**src/rtl/huffman_tree_walk_decoder_unit_macros.svh**
```systemverilog
// Assertion macros shared by the decoder RTL.
`ifndef HUFFMAN_TREE_WALK_DECODER_UNIT_MACROS_SVH
`define HUFFMAN_TREE_WALK_DECODER_UNIT_MACROS_SVH

`ifndef SYNTHESIS
// Same-cycle implication, checked on every rising edge outside reset.
`define HTWD_ASSERT_IMP(label, ante, cons) \
  label: assert property (@(posedge clk) disable iff (rst) (ante) |-> (cons)) \
    else $error("htwd assertion failed");
// Next-cycle implication, checked on every rising edge outside reset.
`define HTWD_ASSERT_NXT(label, ante, cons) \
  label: assert property (@(posedge clk) disable iff (rst) (ante) |=> (cons)) \
    else $error("htwd assertion failed");
`else
`define HTWD_ASSERT_IMP(label, ante, cons)
`define HTWD_ASSERT_NXT(label, ante, cons)
`endif

`endif

```
**src/rtl/htwd_ram.sv**
```systemverilog
// Generic single-port-write, single-port-read RAM with registered read data.
module htwd_ram
  #(
    parameter int WIDTH = 8,
    parameter int DEPTH = 16
  )
  (
    input  logic                     clk,
    input  logic                     we,
    input  logic [$clog2(DEPTH)-1:0] waddr,
    input  logic [WIDTH-1:0]         wdata,
    input  logic                     re,
    input  logic [$clog2(DEPTH)-1:0] raddr,
    output logic [WIDTH-1:0]         rdata
  );

  logic [WIDTH-1:0] mem [DEPTH];

  always_ff @(posedge clk) begin
    if (we) begin
      mem[waddr] <= wdata;
    end
    if (re) begin
      rdata <= mem[raddr];
    end
  end

endmodule
```
**config.mk**
```make
export PLATFORM = sky130hd
export DESIGN_NAME = htwd_ram
export DESIGN_NICKNAME = d
export VERILOG_FILES = /design/src/rtl/huffman_tree_walk_decoder_unit_macros.svh /design/src/rtl/htwd_ram.sv
export SDC_FILE = /design/constraint.sdc
export NUM_CORES = 1
export LEC_CHECK = 0
export BUFFER_PORTS_ARGS = -buffer_cell sky130_fd_sc_hd__clkbuf_2
export CAP_MARGIN = 30
export CORE_MARGIN = 2
export CORE_UTILIZATION = 60
export DETAILED_ROUTE_END_ITERATION = 8
export GPL_TIMING_DRIVEN = 0
export PLACE_DENSITY = 0.78
export SETUP_SLACK_MARGIN = 0.05
export SYNTH_ARGS = -nofsm -noshare
export SYNTH_HDL_FRONTEND = slang
export SYNTH_SLANG_ARGS = --single-unit
```
**constraint.sdc**
```tcl
create_clock -name clk -period 2.9 [get_ports clk]
set_clock_uncertainty 0.05 [all_clocks]
set_input_delay 0.725 -clock clk [delete_from_list [all_inputs] [get_ports clk]]
set_output_delay 0.725 -clock clk [all_outputs]
set_load 0.01 [all_outputs]
```
Word level (Yosys, flattened, before mapping)
Memory sizes are Yosys's and may differ from the RTL's. A register that Yosys moved wholly into a read port is not among the register bits.
Cells that the tools add are included.
{"block": "totals", "reg_bits": 0, "ramBits": 128, "inputBits": 19, "out_inout_bits": 8, "wordCells": 3, "memories": 1}
{"block": "op_classes", "muxes": 2}
{"name": "mem", "words": 16, "width": 8, "rd": 1, "rd_clocked_by_memory_dff": 1, "wr": 1, "line": "htwd_ram.sv:17", "source": "logic [WIDTH-1:0] mem [DEPTH];"}
{"operator": "2-to-1 mux 1 bit", "count": 2}

Longest topological paths before layout
Gate-level depths: netlist of run 1.
{"block": "depth", "depth_word": 2, "depth_mapped": 5, "depth_no_buf": 3}

Worst setup path after synthesis of run 1
No wires, ideal clock.
{"block": "synth_timing", "path_type": "input to register", "startpoint": "input waddr[2]", "endpoint": "memory mem[0][0], enable pin", "setup_time_ns": 0.383, "t_arrival_ns": 1.835, "required_ns": 2.467, "path_slack_ns": 0.632, "stages": 2, "cell_sequence": "or3b_2 > nor3_1"}
{"element": "from (decl)", "line": "htwd_ram.sv:10", "source": "input logic [$clog2(DEPTH)-1:0] waddr,"}
{"element": "to (decl)", "line": "htwd_ram.sv:17"}
Straight into the memory's write port.

Worst setup path in the final report of run 1
{"block": "layout_timing", "startpoint": "input waddr[2]", "endpoint": "memory mem[3][5], enable pin"}
Straight into the memory's write port.

==> results of run 1 <==
critical path: cells and delay by family:
kind,cells,cell delay (ns)
buffers and inverters,1,0.11
and+or+nand+nor,2,1.19
worst max path at each step:
stage / startpoint / endpoint / slack (ns) / cells after the start
2_1_floorplan: waddr[2] / mem[0][0] / 0.63 / 2
3_3_place_gp: waddr[2] / mem[0][7] / 0.11 / 3
3_5_place_dp: waddr[2] / mem[3][7] / 0.48 / 3
4_1_cts: waddr[2] / mem[3][5] / 1.01 / 3
5_1_grt: waddr[2] / mem[3][5] / 0.94 / 3
6_report: waddr[2] / mem[3][5] / 0.98 / 3
area by class of cell:
cell class,instances,area (µm²),area share [%]
Timing Repair Buffer,29,150.1,2.441
Clock inverter,15,224.0,3.641
Sequential cell,136,4084,66.40
Clock buffer,17,414.1,6.733
Tap cell,108,135.1,2.197
Buffer,10,86.33,1.404
Multi-Input combinational cell,83,1057,17.19
kinds of logic (layout without fill, tap and decap cells):
logic type	after synthesis	after routing	synth area share (%)
DFF	136	136	78.12
and+or+nand+nor	35	35	3.136
muxes	32	32	14.79
AOI/OAI and AO/OA	16	16	2.298
buffers and inverters	10	71	1.651
synthesized netlist by cell type (2+ instances only):
master                            count
sky130_fd_sc_hd__edfxtp_1           136
sky130_fd_sc_hd__nand2b_1             2
sky130_fd_sc_hd__buf_2                3
sky130_fd_sc_hd__mux4_2              18
sky130_fd_sc_hd__clkdlybuf4s25_2      3
sky130_fd_sc_hd__a22oi_1             16
sky130_fd_sc_hd__nor3_1               4
sky130_fd_sc_hd__buf_6                3
sky130_fd_sc_hd__nor2_1              13
sky130_fd_sc_hd__mux4_1              14
sky130_fd_sc_hd__nand3b_1             2
sky130_fd_sc_hd__nand2_1              9
flip-flops by register name, summed over array words and instances (netlist names):
| name | flops |
|---|---|
| rdata | 8 |
| mem | 128 |
routing by layer:
metal	vias to the layer above	share of wire (%)	wire, µm
li1	1083	-	-
met1	1278	41	4118
met2	134	50	5002
met3	21	6.8	690
met4	0	2.7	275
met5	-	0	0
stage by stage:
step	area [µm²]	hold WS, ns
6_report	6151	0.5137
5_1_grt	6151	0.5102
4_1_cts	6151	0.5073
3_5_place_dp	5513	0.7171
3_3_place_gp	5488	0.6815
2_1_floorplan	5228	0.6548
report_power, final:
part,leakage (µW),internal (µW),switching (µW)
clock,0.000311,1490,800
sequential,0.00124,2220,11.0
combinational,0.000544,85.8,126
total,0.00209,3790,937
==> parameters.txt, run 1 <==
Parameter                              Value

Status
  Run status ... finished clean

STA
  Final worst setup slack ... 0.9758 ns
  Minimum clock period after layout ... 1.924 ns
  Achievable frequency ... 0.5197 GHz
  Setup_tns ... 0 ns
  Fin crit share ... 66.35%
  Final setup vio count ... 0
  RSZ-0062 raised after global routing ... false
  Actual transition at the worst max-transition pin ... 0.8143 ns
  Final-report max-slew violation count ... 0
  Hold Fails Final Rpt ... 0
  Worst slew margin ... 45.51%

Critical path
  CP Capture Type ... flip-flop
  Arrival time of the worst setup path ... 2.02 ns
  Reg-to-Reg Start ... mem[0][0]
  Worst setup SP type ... input port
  Length in cells of the worst reg-to-reg path ... 3
  Data required time at the worst endpoint ... 3.00 ns
  Critical path fanouts, max ... 8
  Slack of the worst reg-to-reg path ... 1.19 ns
  Cell breakdown of the critical path ... clkbuf_2 -> or3b_2 -> nor2_1
  FF-to-FF End ... rdata[0]
  Worst Path Class, Setup ... in2reg
  Longest individual stage delay on the worst path ... 0.65 ns
  Library cell contributing the largest single delay on the critical path ... sky130_fd_sc_hd__nor2_1

Pwr
  Power density over the cells ... 768.3 nW/µm²
  Leakage component of the power ... 0.002091 µW
  Overall power consumption ... 4726 µW
  Peak ir drop on the vdd network ... 0.0004630 V

Clocking
  Number of levels the H-tree was split into ... 4
  Later-pin clock latency in the skew report ... 0.52 ns
  Total of hold buffers inserted after clock tree synthesis ... 0
  Post-CTS repair timing setup buffer count ... 0
  CTS tree ... built
  # clock sinks ... 136
  Clock-pin transition on the worst setup and hold timing paths ... 0.06 ns
  TritonCTS buffer count ... 17
  Library cell used as clock root buffer ... sky130_fd_sc_hd__clkbuf_8
  Maximum root-to-sink buffer count ... 2
  Post-CTS resize count ... 0

Routing
  Number of iterations in the first detailed-routing pass ... 5
  DR WL/cell ... 25.34 µm
  Vias ... 2516
  Via-to-Cell Ratio ... 6.322
  DRT iter0 DRCs ... 307
  Detail Route Antenna Nets ... 0
  Final Routed Wirelength ... 10090 µm
  Final routed DRC violation total ... 0

Logic synthesis
  Share of flip-flops with an asynchronous set or reset ... 0%
  Mean Syn Cell Area ... 22.83 µm²
  Cell Area, Synth ... 5228 µm²
  Largest cells by area after synthesis ... sky130_fd_sc_hd__edfxtp_1, sky130_fd_sc_hd__mux4_2, sky130_fd_sc_hd__mux4_1, sky130_fd_sc_hd__a22oi_1, sky130_fd_sc_hd__nor2_1
  Main flop type after synthesis ... sky130_fd_sc_hd__edfxtp_1
  Post-synthesis cell count ... 229
  Warning count from the yosys run ... 0
  Number of distinct library cell variants in the gate-level netlist after synthesis ... 18
  Largest area contributor in the synthesized netlist ... sky130_fd_sc_hd__edfxtp_1
  Share of Yosys cell area claimed by the top area cell type ... 78.12%
  Number of synthesized register bits ... 136
  Sequential cell area fraction in the yosys report ... 78.12%
  EDFF count, synth ... 136
  Net count after synthesis ... 248

Die
  Effective utilization at floorplan ... 60.83%
  Number of placement rows ... 34
  Core area ... 8593 µm²
  Y dimension of the die ... 97.34 µm
  Boundary Pins ... 27
  Width of the die ... 97.34 µm
  Area of the die ... 9475 µm²

GRT
  Layer carrying the most global-route usage ... met2
  Wire length of the first global-routing pass ... 15040 µm
  GRT met1 Usage ... 31.80%
  Antenna violations before repair ... 0
  Met3 global-route usage ... 5.683%
  Vias in the first global route ... 2519
  Met2 global-route usage ... 34.99%
  Maximum number of pins on one net before global-route repair ... 17
  Total gr overflow ... 0
  Total global-route track usage ... 22.84%

Final layout
  Fraction of final layout cells sized beyond drive strength 1 ... 30.69%
  Fill count ... 488
  Final core utilization ... 71.58%
  Synth-to-layout area growth ... 17.66%
  Post-layout nets ... 296
  Post-route insts no fill ... 398
  Leading cell type in the layout, fill and taps excluded ... sky130_fd_sc_hd__edfxtp_1
  Commonest cells after routing, fill and taps aside ... sky130_fd_sc_hd__edfxtp_1, sky130_fd_sc_hd__clkbuf_2, sky130_fd_sc_hd__mux4_2
  Number of diodes ... 0

Min path
  Start point of the worst min-delay path ... re
  Worst min path class ... in2reg
  End of the worst hold path ... rdata[4]
  Worst hold path stage count ... 1

Placed design
  Number of buffer cells added on primary ports ... 25
  HPWL after detailed placement ... 6199 µm
  Gpl congestion ... 0.6837
  Cell Count Post-Placement ... 366
  Setup WS pre-CTS ... 0.4791 ns

Flow run
  Max Cap Viol ... 0
Power figures use the tool's default switching activity.
==> inputs of run 2 (changes only) <==
- ABC_AREA: not set -> 1
- CORE_UTILIZATION: 60 -> 55
- PLACE_DENSITY: 0.78 -> 0.75
- clock period: 2.9 -> 1.55 ns (I/O delays scaled with it)
==> run 2 against run 1 <==
Wire length increased by 34%. Power is 77% higher. Synthesized cell count up 140%. Die area increased by 21%. Global-route usage rose by 2.5 points. Sequential power rose by 87%. Combinational power increased to 2.5 times the previous value. Non-clock buffer count up 8. Largest power group is now registers.
==> parameters.txt, run 2 <==
Parameter                              Value

Critical path
  Cell breakdown of the critical path ... clkbuf_2 (was clkbuf_2 -> or3b_2 -> nor2_1)
  Longest individual stage delay on the worst path ... 0.36 ns (was 0.65 ns)
  Critical path fanouts, max ... 1 (was 8)
  Family of cells with the greatest summed delay on the critical path ... flip-flops (was simple AND/OR/NAND/NOR gates)
  Data required time at the worst endpoint ... 1.11 ns (was 3.00 ns)
  Library cell contributing the largest single delay on the critical path ... sky130_fd_sc_hd__edfxtp_1 (was sky130_fd_sc_hd__nor2_1)
  Count of buffering cells on the critical path with inverters included ... 1 (unchanged)
  Arrival time of the worst setup path ... 1.03 ns (was 2.02 ns)
  Worst setup SP type ... flip-flop (was input port)
  CP Capture Type ... output port (was flip-flop)
  Worst Path Class, Setup ... reg2out (was in2reg)

Final layout
  Commonest cells after routing, fill and taps aside ... sky130_fd_sc_hd__nand2_1, sky130_fd_sc_hd__edfxtp_1, sky130_fd_sc_hd__inv_1 (was sky130_fd_sc_hd__edfxtp_1, sky130_fd_sc_hd__clkbuf_2, sky130_fd_sc_hd__mux4_2)
  Largest registers ... mem (128), rdata (8) (unchanged)
  Final core utilization ... 64.67% (was 71.58%)
  Leading cell type in the layout, fill and taps excluded ... sky130_fd_sc_hd__nand2_1 (was sky130_fd_sc_hd__edfxtp_1)
  Number of diodes ... 0 (unchanged)
  Flip-flop count of the largest register after layout ... 128 (unchanged)
  Post-layout nets ... 612 (was 296)
  Fraction of final layout cells sized beyond drive strength 1 ... 12.71% (was 30.69%)
  Register ranked first by flip-flop count ... mem (unchanged)
  Synth-to-layout area growth ... 14.19% (was 17.66%)

Logic synthesis
  Number of distinct library cell variants in the gate-level netlist after synthesis ... 11 (was 18)
  Net count after synthesis ... 570 (was 248)
  Sequential cell area fraction in the yosys report ... 69.85% (was 78.12%)
  Most frequently used cell type in the post-synthesis netlist ... sky130_fd_sc_hd__nand2_1 (was sky130_fd_sc_hd__edfxtp_1)
  Post-synthesis cell count ... 551 (was 229)
  Cell Area, Synth ... 5847 µm² (was 5228 µm²)
  Largest area contributor in the synthesized netlist ... sky130_fd_sc_hd__edfxtp_1 (unchanged)
  EDFF count, synth ... 136 (unchanged)
  Main flop type after synthesis ... sky130_fd_sc_hd__edfxtp_1 (unchanged)
  Largest cells by area after synthesis ... sky130_fd_sc_hd__edfxtp_1, sky130_fd_sc_hd__nand2_1, sky130_fd_sc_hd__nand3_1, sky130_fd_sc_hd__inv_1, sky130_fd_sc_hd__buf_6 (was sky130_fd_sc_hd__edfxtp_1, sky130_fd_sc_hd__mux4_2, sky130_fd_sc_hd__mux4_1, sky130_fd_sc_hd__a22oi_1, sky130_fd_sc_hd__nor2_1)
  Post-synth top cells ... sky130_fd_sc_hd__nand2_1, sky130_fd_sc_hd__edfxtp_1, sky130_fd_sc_hd__inv_1 (was sky130_fd_sc_hd__edfxtp_1, sky130_fd_sc_hd__mux4_2, sky130_fd_sc_hd__a22oi_1)
  Mean Syn Cell Area ... 10.61 µm² (was 22.83 µm²)
  Share of flip-flops with an asynchronous set or reset ... 0% (unchanged)
  Warning count from the yosys run ... 0 (unchanged)
  Number of synthesized register bits ... 136 (unchanged)
  Share of Yosys cell area claimed by the top area cell type ... 69.85% (was 78.12%)

Placed design
  Setup WS pre-CTS ... -0.3295 ns (was 0.4791 ns)
  Number of buffer cells added on primary ports ... 23 (was 25)
  HPWL after detailed placement ... 8922 µm (was 6199 µm)
  Gpl congestion ... 0.9129 (was 0.6837)

Clocking
  Post-CTS resize count ... 0 (unchanged)
  # clock sinks ... 136 (unchanged)
  TritonCTS buffer count ... 17 (unchanged)
  Number of levels the H-tree was split into ... 4 (unchanged)
  Later-pin clock latency in the skew report ... 0.53 ns (was 0.52 ns)
  Clock-pin transition on the worst setup and hold timing paths ... 0.06 ns (about the same)
  Maximum root-to-sink buffer count ... 2 (unchanged)
  Library cell used as clock root buffer ... sky130_fd_sc_hd__clkbuf_8 (unchanged)
  CTS tree ... built (unchanged)

Routing
  Detail Route Antenna Nets ... 0 (unchanged)
  Number of iterations in the first detailed-routing pass ... 6 (was 5)
  Final routed DRC violation total ... 0 (unchanged)
  Vias ... 3991 (was 2516)
  Via-to-Cell Ratio ... 5.379 (was 6.322)
  DR WL/cell ... 18.18 µm (was 25.34 µm)
  DRT iter0 DRCs ... 505 (was 307)
  Final Routed Wirelength ... 13490 µm (was 10090 µm)

STA
  Fin crit share ... 94.86%
  Final setup vio count ... 0 (unchanged)
  Hold Fails Final Rpt ... 0 (unchanged)
  Final worst setup slack ... 0.07974 ns (was 0.9758 ns)
  Actual transition at the worst max-transition pin ... 0.8994 ns (was 0.8143 ns)
  Worst slew margin ... 39.82% (was 45.51%)
  Setup_tns ... 0 ns (unchanged)
  RSZ-0062 raised after global routing ... true (was false)
  Achievable frequency ... 0.6802 GHz
  Minimum clock period after layout ... 1.470 ns
  Final-report max-slew violation count ... 0 (unchanged)

Die
  Core area ... 10320 µm² (was 8593 µm²)
  Effective utilization at floorplan ... 56.64% (was 60.83%)
  Width of the die ... 107.1 µm (was 97.34 µm)
  Area of the die ... 11470 µm² (was 9475 µm²)
  Boundary Pins ... 27 (unchanged)
  Number of placement rows ... 37 (was 34)
  Y dimension of the die ... 107.1 µm (was 97.34 µm)

GRT
  Vias in the first global route ... 3860 (was 2519)
  Total global-route track usage ... 25.34% (was 22.84%)
  Total gr overflow ... 0 (unchanged)
  Wire length of the first global-routing pass ... 20700 µm (was 15040 µm)
  Maximum number of pins on one net before global-route repair ... 17 (unchanged)
  Antenna violations before repair ... 0 (unchanged)

Min path
  Worst min path class ... in2reg (unchanged)

Pwr
  Leakage component of the power ... 0.002876 µW (was 0.002091 µW)
  Power density over the cells ... 1249 nW/µm² (was 768.3 nW/µm²)
  Peak ir drop on the vdd network ... 0.0007955 V (was 0.0004630 V)
  Overall power consumption ... 8341 µW (was 4726 µW)

Flow run
  Max Cap Viol ... 0 (unchanged)

Status
  Run status ... finished clean (unchanged)
run 2: changes by cell type in the layout (fill, tap and decap cells not counted), moves of 3 or more:
cell,change
sky130_fd_sc_hd__clkinvlp_4,+5
sky130_fd_sc_hd__buf_2,+8
sky130_fd_sc_hd__bufinv_16,-4
sky130_fd_sc_hd__nand3_1,+96
sky130_fd_sc_hd__clkdlybuf4s25_2,-3
sky130_fd_sc_hd__a22oi_1,-16
sky130_fd_sc_hd__buf_6,+3
sky130_fd_sc_hd__nor3_1,-4
sky130_fd_sc_hd__inv_1,+100
sky130_fd_sc_hd__nor2_1,+4
sky130_fd_sc_hd__mux4_2,-18
sky130_fd_sc_hd__nand2_1,+164
sky130_fd_sc_hd__mux4_1,-14
run 2: layer usage:
metal,share of wire (%),global-route usage [%],vias up
li1,-,-,1871
met1,40,35.78,1847
met2,46,37.66,241
met3,12,6.505,32
met4,2.4,10.67,0
met5,0,0,-
run 2: stage by stage:
step / hold WS [ns] / std cells / area, µm²
after global placement: 0.6780 / 710 / 6132
after detailed placement: 0.6976 / 710 / 6132
after floorplan: 0.4364 / 551 / 5847
after global routing: 0.1598 / 742 / 6676
final: 0.1540 / 742 / 6676
after CTS: 0.1500 / 742 / 6676
run 2: worst paths after layout:
kind / start / end / slack [ns] / depth (start not counted)
max: rdata[4] / rdata[4] / 0.08 / 1
max reg2reg: mem[8][2] / rdata[2] / 0.33 / 6
min: re / rdata[4] / 0.15 / 1
min reg2reg: mem[7][6] / rdata[6] / 0.76 / 6
run 2: area by class of cell:
| class | count | area (µm²) |
|---|---|---|
| timing repair buffer | 23 | 115.1 |
| buffer | 24 | 166.4 |
| clock inverter | 14 | 126.4 |
| inverter | 102 | 382.9 |
| sequential | 136 | 4084 |
| tap | 136 | 170.2 |
| multi-input combinational | 289 | 1214 |
| fill | 766 | 3647 |
| clock buffer | 18 | 417.9 |
run 2: report_power, final:
part           internal [µW]  switching (µW)  leakage [µW]  total, µW
combinational            154             382       0.00140        536
clock                   2130            1510      0.000246       3640
sequential              4150            20.1       0.00124       4170
total                   6430            1910       0.00288       8340
run 2: timing repair:
item | 4_1_cts | 5_1_grt
setup buffers | 0 | 0
endpoints found under the setup margin | 0 | 2
hold buffers | 0 | 0
run 2: logic make-up (layout without fill, tap and decap cells):
kind of cell / Yosys count / after routing / synth area share (%)
flip-flops: 136 / 136 / 69.85
buffers and inverters: 126 / 181 / 9.394
AND/OR/NAND/NOR: 289 / 289 / 20.76
==> inputs of run 3 (changes only) <==
- MAX_ROUTING_LAYER: not set -> met4
- SKIP_LAST_GASP: not set -> 1
==> run 3 against run 2 <==
Critical path depth unchanged. Power grew 1.8%. Flip-flop and latch count unchanged. Register-to-register slack about the same. Final area rose by 0.37%. Highest routed layer unchanged. Utilization grew 0.24 points.
==> parameters.txt, run 3 (synthesis gave the netlist of run 2 again) <==
Parameter                              Value

Status
  Run status ... finished clean (unchanged)

GRT
  Layer carrying the most global-route usage ... met2 (unchanged)
  Wire length of the first global-routing pass ... 20540 µm (was 20700 µm)
  Total global-route track usage ... 25.90% (was 25.34%)
  Antenna violations before repair ... 0 (unchanged)
  GRT met1 Usage ... 34.90% (was 35.78%)
  Total gr overflow ... 0 (unchanged)
  Met3 global-route usage ... 7.660% (was 6.505%)
  Met2 global-route usage ... 38.20% (was 37.66%)
  Maximum number of pins on one net before global-route repair ... 17 (unchanged)
  Vias in the first global route ... 3736 (was 3860)

Die
  Boundary Pins ... 27 (unchanged)
  Number of placement rows ... 37 (unchanged)
  Area of the die ... 11470 µm² (unchanged)
  Effective utilization at floorplan ... 56.64% (unchanged)
  Y dimension of the die ... 107.1 µm (unchanged)
  Core area ... 10320 µm² (unchanged)
  Width of the die ... 107.1 µm (unchanged)

STA
  Setup_tns ... 0 ns (unchanged)
  Minimum clock period after layout ... 1.465 ns (was 1.470 ns)
  Min Hold Slack ... 0.1547 ns (was 0.1540 ns)
  Achievable frequency ... 0.6826 GHz (was 0.6802 GHz)
  Final setup vio count ... 0 (unchanged)
  Final-report max-slew violation count ... 0 (unchanged)
  Worst slew margin ... 41.08% (was 39.82%)
  Actual transition at the worst max-transition pin ... 0.8805 ns (was 0.8994 ns)
  Fin crit share ... 94.52% (was 94.86%)
  RSZ-0062 raised after global routing ... true (unchanged)
  Hold Fails Final Rpt ... 0 (unchanged)

Critical path
  Data required time at the worst endpoint ... 1.11 ns (about the same)
  Path length in cells of the critical path ... 1 (unchanged)
  Length in cells of the worst reg-to-reg path ... 6 (unchanged)
  Longest individual stage delay on the worst path ... 0.37 ns (was 0.36 ns)
  Worst Path Class, Setup ... reg2out (unchanged)
  Count of buffering cells on the critical path with inverters included ... 1 (unchanged)
  Family of cells with the greatest summed delay on the critical path ... flip-flops (unchanged)
  Worst setup SP type ... flip-flop (unchanged)
  Arrival time of the worst setup path ... 1.03 ns (about the same)
  Library cell contributing the largest single delay on the critical path ... sky130_fd_sc_hd__edfxtp_1 (unchanged)
  Critical path fanouts, max ... 1 (unchanged)
  Cell breakdown of the critical path ... clkbuf_2 (unchanged)
  CP Capture Type ... output port (unchanged)

Routing
  Via-to-Cell Ratio ... 5.329 (was 5.379)
  Final Routed Wirelength ... 13260 µm (was 13490 µm)
  DR WL/cell ... 17.87 µm (was 18.18 µm)
  Number of iterations in the first detailed-routing pass ... 5 (was 6)
  Detail Route Antenna Nets ... 0 (unchanged)
  DRT iter0 DRCs ... 446 (was 505)
  Final routed DRC violation total ... 0 (unchanged)
  Vias ... 3954 (was 3991)

Final layout
  Largest registers ... mem (128), rdata (8) (unchanged)
  Register ranked first by flip-flop count ... mem (unchanged)
  Number of diodes ... 0 (unchanged)
  Fraction of final layout cells sized beyond drive strength 1 ... 13.04% (was 12.71%)
  Commonest cells after routing, fill and taps aside ... sky130_fd_sc_hd__nand2_1, sky130_fd_sc_hd__edfxtp_1, sky130_fd_sc_hd__inv_1 (unchanged)
  Synth-to-layout area growth ... 14.62% (was 14.19%)
  Post-route insts no fill ... 742 (unchanged)
  Final core utilization ... 64.91% (was 64.67%)
  Post-route design area ... 6701 µm² (was 6676 µm²)
  Flip-flop count of the largest register after layout ... 128 (unchanged)
  Fill count ... 782 (was 766)
  Post-layout nets ... 612 (unchanged)
  Leading cell type in the layout, fill and taps excluded ... sky130_fd_sc_hd__nand2_1 (unchanged)

Clocking
  Number of levels the H-tree was split into ... 4 (unchanged)
  Library cell used as clock root buffer ... sky130_fd_sc_hd__clkbuf_8 (unchanged)
  Later-pin clock latency in the skew report ... 0.53 ns (about the same)
  Maximum root-to-sink buffer count ... 2 (unchanged)
  CTS tree ... built (unchanged)
  Clock-pin transition on the worst setup and hold timing paths ... 0.06 ns (about the same)
  Post-CTS repair timing setup buffer count ... 0 (unchanged)
  TritonCTS buffer count ... 17 (unchanged)
  # clock sinks ... 136 (unchanged)

Pwr
  Power density over the cells ... 1267 nW/µm² (was 1249 nW/µm²)
  Net switching power figure ... 1901 µW (was 1914 µW)
  Part of the total power dissipated in combinational logic ... 6.3% (was 6.4%)
  Clock network power share ... 44.6% (was 43.6%)
  Power share of the sequential group ... 49.1% (was 49.9%)
  Cell internal power dissipation ... 6586 µW (was 6427 µW)
  Sw Ratio ... 22.40% (was 22.95%)
  Peak ir drop on the vdd network ... 0.0007459 V (was 0.0007955 V)
  Leakage component of the power ... 0.002906 µW (was 0.002876 µW)

Placed design
  HPWL after detailed placement ... 8677 µm (was 8922 µm)
  Number of buffer cells added on primary ports ... 23 (unchanged)
  Placed Instance Area ... 6132 µm² (unchanged)
  Cell Count Post-Placement ... 710 (unchanged)
  Gpl congestion ... 0.9314 (was 0.9129)

Min path
  Worst min path class ... in2reg (unchanged)
  Worst hold path stage count ... 1 (unchanged)

Flow run
  Max Cap Viol ... 0 (unchanged)
## run 3: cell count changes in the layout (fill, tap and decap cells not counted)
cell / delta
sky130_fd_sc_hd__bufinv_16: +1
sky130_fd_sc_hd__clkbuf_1: -1
sky130_fd_sc_hd__clkinv_1: -1
sky130_fd_sc_hd__clkinv_2: +3
sky130_fd_sc_hd__clkinv_4: +4
sky130_fd_sc_hd__clkinvlp_4: -4
sky130_fd_sc_hd__inv_6: -2
## run 3: path summary, 6_finish.rpt
check | start | slack, ns | to
max | rdata[5] | 0.08 | rdata[5]
min | re | 0.15 | rdata[0]
max reg2reg | mem[10][7] | 0.32 | rdata[7]
min reg2reg | mem[12][5] | 0.75 | rdata[5]
## run 3: layout make-up
type                       count  area [µm²]  area share (%)
sequential                   136        4084           60.94
multi-input combinational    289        1214           18.11
clock buffer                  17       414.1           6.180
inverter                     102       382.9           5.713
tap                          136       170.2           2.539
buffer                        24       166.4           2.483
clock inverter                15       155.1           2.315
timing repair buffer          23       115.1           1.718
## run 3: repair_timing
action	CTS	global route
endpoints found under the setup margin	0	1
resized for setup	0	0
hold buffers	0	0
## run 3: through the flow
step                power [µW]  worst slack, ns
floorplan                 4538           0.1617
global placement          4747          -0.2904
detailed placement        4764          -0.3185
CTS                       8521          0.05320
global route              8740          0.04013
finish                    8487          0.08499
## run 3: layer usage
layer,vias up,part of all wire [%]
met4,0,1.7
li1,1870,-
met3,25,11
met5,-,0
met1,1822,41
met2,237,46
## run 3: power groups by stage
stage	clock [µW]	sequential (µW)	combinational, µW
2_1_floorplan	0	4250	290
3_3_place_gp	0	4240	509
3_5_place_dp	0	4240	522
4_1_cts	3830	4170	526
5_1_grt	3980	4170	586
6_report	3790	4170	534
